==> src/rtl/assert_macros.svh <==
// assertion helpers shared by the point range and view cone check
// no dependencies; included by files that carry concurrent assertions
`ifndef ASSERT_MACROS_SVH
`define ASSERT_MACROS_SVH

// same-cycle implication, disabled while in reset
`define ASSERT_IMPL(label, clk, rst_n, ante, cons) \
    label: assert property (@(posedge clk) disable iff (!(rst_n)) (ante) |-> (cons)) \
        else $error("implication check failed");

// implication after a fixed number of cycles, disabled while in reset
`define ASSERT_DELAY(label, clk, rst_n, ante, n, cons) \
    label: assert property (@(posedge clk) disable iff (!(rst_n)) (ante) |-> ##n (cons)) \
        else $error("delayed implication check failed");

`endif

==> src/rtl/prvc_pkg.sv <==
// shared types and constants for the point range and view cone check
// no dependencies
`timescale 1ns / 1ps
`default_nettype none

package prvc_pkg;

    // field widths
    localparam int COORD_BITS   = 24;
    localparam int INDEX_BITS   = 16;
    localparam int DIR_BITS     = 16;
    localparam int COS_BITS     = 16;
    localparam int REG_IDX_BITS = 3;

    // datapath widths
    localparam int DIFF_W  = COORD_BITS + 1;          // viewer minus point
    localparam int SQ_W    = 2 * COORD_BITS;          // one squared component
    localparam int S2_W    = SQ_W + 2;                // sum of three squares
    localparam int PROD_W  = DIFF_W + DIR_BITS;       // one dot product term
    localparam int DOT_W   = PROD_W + 2;              // sum of three terms
    localparam int DM_W    = COORD_BITS + DIR_BITS + 1;  // magnitude of dot
    localparam int C2_W    = 2 * COS_BITS - 1;        // squared cosine bound
    localparam int WIDE_W  = 2 * DM_W;                // squared dot / scaled s2

    // split points for the wide squares
    localparam int DM_LO_W = (DM_W + 1) / 2;
    localparam int DM_HI_W = DM_W - DM_LO_W;
    localparam int S2_LO_W = S2_W / 2;
    localparam int S2_HI_W = S2_W - S2_LO_W;

    // configuration register indexes
    typedef enum logic [REG_IDX_BITS-1:0] {
        REG_VIEW_POS_X    = 3'd0,
        REG_VIEW_POS_Y    = 3'd1,
        REG_VIEW_POS_Z    = 3'd2,
        REG_MIN_RANGE     = 3'd3,
        REG_MAX_RANGE     = 3'd4,
        REG_MIN_VIEW_COS  = 3'd5,
        REG_VIEW_FILTER   = 3'd6
    } t_reg_idx;

    // input item
    typedef struct packed {
        logic signed [COORD_BITS-1:0] point_x;
        logic signed [COORD_BITS-1:0] point_y;
        logic signed [COORD_BITS-1:0] point_z;
        logic signed [DIR_BITS-1:0]   dir_x;
        logic signed [DIR_BITS-1:0]   dir_y;
        logic signed [DIR_BITS-1:0]   dir_z;
        logic                         dir_present;
        logic [INDEX_BITS-1:0]        point_index;
        logic                         last_point;
    } t_point_in;

    // result item
    typedef struct packed {
        logic [INDEX_BITS-1:0] index_out;
        logic                  visible;
        logic                  last_out;
    } t_result;

    // configuration as seen by the datapath
    typedef struct packed {
        logic signed [COORD_BITS-1:0] view_x;
        logic signed [COORD_BITS-1:0] view_y;
        logic signed [COORD_BITS-1:0] view_z;
        logic [SQ_W-1:0]              min_sq;
        logic [SQ_W-1:0]              max_sq;
        logic [C2_W-1:0]              cos_sq;
        logic                         cos_neg;
        logic                         filter_on;
    } t_cfg;

    // side data that travels with each point
    typedef struct packed {
        logic [INDEX_BITS-1:0] index;
        logic                  last;
        logic                  cone_en;
    } t_tag;

    // geometry stage results handed to the cone stages
    typedef struct packed {
        logic [S2_W-1:0]         s2;
        logic signed [DOT_W-1:0] dot;
        t_tag                    tag;
    } t_geom;

endpackage

`default_nettype wire

==> src/rtl/prvc_cfg_regs.sv <==
// configuration registers with registered squared bounds
// depends on prvc_pkg
`timescale 1ns / 1ps
`default_nettype none

module prvc_cfg_regs (
    input  wire logic                             i_clk,
    input  wire logic                             i_rst_n,
    input  wire logic                             i_cfg_we,
    input  wire logic [prvc_pkg::REG_IDX_BITS-1:0] i_cfg_idx,
    input  wire logic [prvc_pkg::COORD_BITS-1:0]  i_cfg_data,
    output prvc_pkg::t_cfg                        o_cfg
);

    logic signed [prvc_pkg::COORD_BITS-1:0] r_view_x, r_view_y, r_view_z;
    logic [prvc_pkg::COORD_BITS-1:0]        r_min_range, r_max_range;
    logic signed [prvc_pkg::COS_BITS-1:0]   r_min_cos;
    logic                                   r_filter_on;
    logic [prvc_pkg::SQ_W-1:0]              r_min_sq, r_max_sq;
    logic [prvc_pkg::C2_W-1:0]              r_cos_sq;
    logic signed [2*prvc_pkg::COS_BITS-1:0] n_cos_sq_full;

    // register writes
    always_ff @(posedge i_clk) begin
        if (!i_rst_n) begin
            r_view_x    <= '0;
            r_view_y    <= '0;
            r_view_z    <= '0;
            r_min_range <= '0;
            r_max_range <= '1;
            r_min_cos   <= '0;
            r_filter_on <= 1'b0;
        end else if (i_cfg_we) begin
            case (i_cfg_idx)
                prvc_pkg::REG_VIEW_POS_X:   r_view_x    <= $signed(i_cfg_data);
                prvc_pkg::REG_VIEW_POS_Y:   r_view_y    <= $signed(i_cfg_data);
                prvc_pkg::REG_VIEW_POS_Z:   r_view_z    <= $signed(i_cfg_data);
                prvc_pkg::REG_MIN_RANGE:    r_min_range <= i_cfg_data;
                prvc_pkg::REG_MAX_RANGE:    r_max_range <= i_cfg_data;
                prvc_pkg::REG_MIN_VIEW_COS: r_min_cos   <= $signed(i_cfg_data[prvc_pkg::COS_BITS-1:0]);
                prvc_pkg::REG_VIEW_FILTER:  r_filter_on <= i_cfg_data[0];
                default: begin
                end
            endcase
        end
    end

    // squared cosine bound, always non-negative and below 2**30 + 1
    always_comb begin
        n_cos_sq_full = r_min_cos * r_min_cos;
    end

    // squared bounds follow the registers in the next cycle
    always_ff @(posedge i_clk) begin
        r_min_sq <= r_min_range * r_min_range;
        r_max_sq <= r_max_range * r_max_range;
        r_cos_sq <= n_cos_sq_full[prvc_pkg::C2_W-1:0];
    end

    assign o_cfg.view_x    = r_view_x;
    assign o_cfg.view_y    = r_view_y;
    assign o_cfg.view_z    = r_view_z;
    assign o_cfg.min_sq    = r_min_sq;
    assign o_cfg.max_sq    = r_max_sq;
    assign o_cfg.cos_sq    = r_cos_sq;
    assign o_cfg.cos_neg   = r_min_cos[prvc_pkg::COS_BITS-1];
    assign o_cfg.filter_on = r_filter_on;

endmodule

`default_nettype wire

==> config.mk <==
export PLATFORM = sky130hd
export DESIGN_NAME = prvc_cfg_regs
export DESIGN_NICKNAME = d
export VERILOG_FILES = /design/src/rtl/assert_macros.svh /design/src/rtl/prvc_pkg.sv /design/src/rtl/prvc_cfg_regs.sv
export SDC_FILE = /design/constraint.sdc
export NUM_CORES = 2
export LEC_CHECK = 0
export BUFFER_PORTS_ARGS = -buffer_cell sky130_fd_sc_hd__buf_2
export CORE_ASPECT_RATIO = 1.2
export CORE_MARGIN = 1
export CORE_UTILIZATION = 55
export DETAILED_ROUTE_END_ITERATION = 10
export MAX_ROUTING_LAYER = met4
export PLACE_DENSITY = 0.82
export REMOVE_ABC_BUFFERS = 1
export SYNTH_ARGS = -nofsm -noshare
export SYNTH_HDL_FRONTEND = slang
export SYNTH_SLANG_ARGS = --single-unit
==> constraint.sdc <==
create_clock -name i_clk -period 6.91 [get_ports i_clk]
set_input_delay 1.0365 -clock i_clk [delete_from_list [all_inputs] [get_ports i_clk]]
set_output_delay 1.0365 -clock i_clk [all_outputs]
set_load 0.01 [all_outputs]
# Yosys cells after proc, flatten, opt, wreduce, memory -nomap -nowiden
# Index checks and enable logic that the tools add are counted.
[word_totals]
ff_bits = 264
latchBits = 0
ramBits = 0
mem_bits_ro = 0
output_inout_bits = 201
n_memories = 0
[classes]
n_addsub = 0
n_mul = 3
div_mod_pow = 0
magnitude_cmp = 0
n_eq_ne = 6
n_shift = 0
muxes = 0
bitwise = 0
n_reduce_logical = 8
[op_table]
columns = ["op", "count"]
rows = [
  ["24-bit by 24-bit multiplier with 48-bit output", 2],
  ["16-bit by 16-bit multiplier with 31-bit output", 1],
  ["2-bit AND reduction", 7],
  ["3-bit equality test (second input constant)", 3],
  ["3-bit by 2-bit equality test with 1-bit output (second input constant)", 2],
  ["3-bit by 1-bit equality test with 1-bit output (second input constant)", 1],
  ["3-bit logical NOT", 1],
]

# Longest topological paths before layout
[logic_depth]
word_depth = 2
depth_mapped = 27
mapped_depth_nobuf = 26

# Worst setup path after synthesis
# No wires, ideal clock.
[synth_timing]
path_type = "register to register"
from = "register r_max_range[16] (netlist name)"
to = "register r_max_sq[47] (netlist name)"
setup_time_ps = 72
arrival_ps = 6662
required_time_ps = 6838
setup_slack_ps = 176
path_stages_with_launch = 27
n_path_buf = 3
synth_period_minus_slack_ps = 6734
path_cell_list = "dfxtp_1 clkbuf_1 clkbuf_1 nand2_1 fa_1 inv_1 fa_1 fa_1 inv_1 fa_1 inv_1 fa_1 fa_1 inv_1 fa_1 inv_1 ha_1 clkbuf_1 a21oi_1 o21ai_0 a311oi_1 o21ai_1 a21oi_1 o21ai_1 a21o_1 a221oi_1 xnor2_1"
[synth_via]
elab_chain_len = 1
[synth_rtl]
columns = ["element", "line", "source"]
rows = [
  ["from (decl)", "prvc_cfg_regs.sv:16", "logic [prvc_pkg::COORD_BITS-1:0] r_min_range, r_max_range;"],
  ["from (signal assigned)", "prvc_cfg_regs.sv:39", "prvc_pkg::REG_MAX_RANGE: r_max_range <= i_cfg_data;"],
  ["24-bit by 24-bit multiplier with 48-bit output", "prvc_cfg_regs.sv:56", "r_max_sq <= r_max_range * r_max_range;"],
  ["to (signal assigned)", "prvc_cfg_regs.sv:56", ""],
  ["to (decl)", "prvc_cfg_regs.sv:19", "logic [prvc_pkg::SQ_W-1:0] r_min_sq, r_max_sq;"],
]
# Every way passes these cells.
# A chain may end at the register's enable or synchronous reset.

# Worst setup path in the final report
[layout_timing]
from = "register r_max_range[7] (netlist name)"
to = "register r_max_sq[47] (netlist name)"
# The elaborated chain is that of the path after synthesis.

==> metrics.md <==
| Metric | Value |
|---|---|
| Status | finished, violations left |
| Failing checks | DRC |
| Post-synth EDFFs | 0 |
| Worst Setup End Kind | register |
| Final Core Density | 0.622 |
| Drt via density | 5.28 |
| Synthesized flop and latch total | 261 |
| Register-to-Register Setup Slack | 150 ps |
| Max-cap violations | 0 |
| Antenna violations before repair | 6 |
| Yosys warnings | 0 |
| Most frequent CP cell | fa_1 |
| Largest net degree at the start of global routing | 98 |
| Crit Reg-Reg Endpoint | r_max_sq[47] |
| Global-route wire length before repair | 200000 um |
| Die height | 328 um |
| Register area share after synthesis | 0.107 |
| DRT iter0 DRCs | 2489 |
| Remaining Overflow, GRT | 0 |
| Slew @ Worst Pin | 988 ps |
| Asr flop ratio synth | 0 |
| Period minus WS final | a little under 7000 ps |
| Distinct cells, synth | 61 |
| CP Data Required Time | about 7400 ps |
| Io pins | 231 |
| Top-area cell type share of the netlist area | 0.442 |
| Critical path class | reg -> reg |
| Synth top cells by count | inv_1, fa_1, nand2_1, ha_1, and2_1 |
| CTS root buffer | clkbuf_16 |
| CP Data Arrival Time | 7270 ps |
| Worst path slowest cell | fa_1 |
| Final max-slew violation count | 0 |
| Reg-to-reg startpoint | r_max_range[7] |
| Buffers added on ports | 227 |
| Worst-path clk slew | 60 ps |
| Die X | 274 um |
| Avg Cell Area, Syn | 9.17 um2 |
| Bufs on Longest Clock Path | 3 |
| Clk sink count | 261 |
| Worst-path fanout max | 9 |
| Skew final | 26.9 ps |
| P&R area growth vs syn | 12.1% |
| # nets final | between 7000 and 8000 |
| CTS tree | yes |
| Final hold violation count | 0 |
| Vias in the first global route | approximately 40000 |
| Final setup viols | 0 |
| Core area | 87800 um2 |
| Global placer's final weighted congestion | 0.937 |
| Synth top area cells | fa_1, inv_1, ha_1 |
| WHS | ~460 ps |
| Proportion of layout cells with a drive suffix above 1 | 0.114 |
| Drc violations | 72 |
| CP peak stage delay | 530 ps |
| Crit. Startpoint | r_max_range[7] |
| Clk_lat worst skew | just under 600 ps |
| Ys flop type | dfxtp_1 |
| Cells after Synth | 5319 |
| Fmax | 0.148 GHz |
| Die area | 89800 um2 |
| DR vias | 36100 |
| Final Cycle Share | 0.978 |
| Antenna Nets Post-Route | 0 |
| Worst min path class | reg -> reg |
| Syn Std Cell Area | 48800 um2 |
| Crit start category | register |
| Routed wire length | 124000 um |
| Htree depth | 2 |
| Top-count cell post-synth | inv_1 |
| Dpl hpwl | 102000 um |
| Unrepaired setup endpoints after global routing | true |
| Wirelength per Cell | between 15 and 20 um |
| Total iterations of the first detailed-routing run | 9 |
| Tot GR Track Use | 0.292 |
| Initial core utilization | 0.555 |
| Yosys top cell by area | fa_1 |
| # hold bufs at CTS | 0 |
| Slew margin rel. | 0.339 |
| Std cell rows | 119 |
| Reg2reg path depth | 25 |
| Num CTS Buffers | 34 |
| Capture point of the worst path | r_max_sq[47] |
==> cell type report <==
type	count	area, um2
flip-flops and latches	261	5320
well taps	1149	1440
fillers	6939	33200
diodes	5	12.5
clock inverters	17	262
clock buffers	45	973
multi-input cells	3374	37500
inverters	1510	5670
repair buffers	477	3480
==> what timing repair did <==
item,4_1_cts,5_1_grt
gates cloned,0,7
setup buffers,0,13
setup endpoints to repair,18,33
resized for setup,22,118
pin swaps,0,25
==> flip-flops by register name, indices dropped and copies added, names as in the netlist <==
name and cells:
r_view_x 24, r_view_y 24, r_min_cos 16, r_view_z 24, r_max_range 24, r_min_range 24, r_cos_sq 30, r_min_sq 47
r_filter_on 1, r_max_sq 47
==> cells in the final DEF (no fill, tap or decap), types with 13 or more instances in the layout <==
cell type and count:
o21ai_1 13, a21oi_1 106, a21o_1 57, xnor2_1 97, dfxtp_2 24, nand2_1 689
nor2b_1 21, o21ai_0 39, dfxtp_1 220, dfxtp_4 17, nand4_1 14, o21bai_1 14
ha_1 435, and2_1 276, inv_1 1507, clkbuf_16 42, fa_1 1075, buf_12 24
nor2_1 115, xor2_1 50, buf_2 226, and3_1 16, nand2b_1 21, a21boi_0 115
buf_4 210, nand3_1 53, o211ai_1 16
==> per-stage QoR <==
| step | cell area, um2 | setup slack, ps | TNS, ps | instances |
|---|---|---|---|---|
| floorplan | 48100 | 212 | 0 | 5145 |
| global placement | 52700 | -83.3 | -168 | 6751 |
| detailed placement | 52700 | -204 | -1210 | 6751 |
| CTS | 54000 | 1.55 | 0 | 6813 |
| global route | 54600 | -74.4 | -280 | 6837 |
| finish | 54600 | 152 | 0 | 6838 |
==> worst min-delay path by stage <==
stage                 start      endpoint  slack [ps]  cells after the start
2_1_floorplan   r_view_x[0]   r_view_x[0]         490                      2
3_3_place_gp   r_view_x[17]  r_view_x[17]         450                      2
3_5_place_dp   r_view_x[16]  r_view_x[16]         450                      2
4_1_cts        r_view_x[16]  r_view_x[16]         460                      2
5_1_grt        r_view_x[16]  r_view_x[16]         480                      2
6_report       r_view_x[16]  r_view_x[16]         460                      2
==> worst max-delay path, delay by kind of cell (launching register included) <==
family                     cells  cell delay [ps]
adders and majority gates      8             3800
AOI/OAI and AO/OA              6             1190
buffers and inverters          8              790
DFF                            1              490
and+or+nand+nor                2              280
xor gates and xnor gates       1              150
==> routing by layer <==
metal / wire length, um / vias up / share of wire / GRT usage
li1: - / 16200 / - / -
met1: 46100 / 18000 / 0.37 / 0.347
met2: 60800 / 1475 / 0.49 / 0.477
met3: 10800 / 382 / 0.087 / 0.0610
met4: 6630 / 0 / 0.053 / 0.131
met5: 0 / - / 0 / -
==> cell families (layout without fill, tap and decap cells) <==
kind of cell	after synthesis	after routing	synth area share
mux	6	6	0.00131
flops	261	261	0.107
simple gates	1247	1247	0.117
fa+ha+maj	1516	1516	0.555
other cells	1	8	0.0000769
xor+xnor	147	147	0.0264
buf+inv	1686	2049	0.130
compound gates	455	455	0.0628
Power is not shown: default switching activity piles up to over one toggle a cycle in this logic, so the estimate is an artifact.
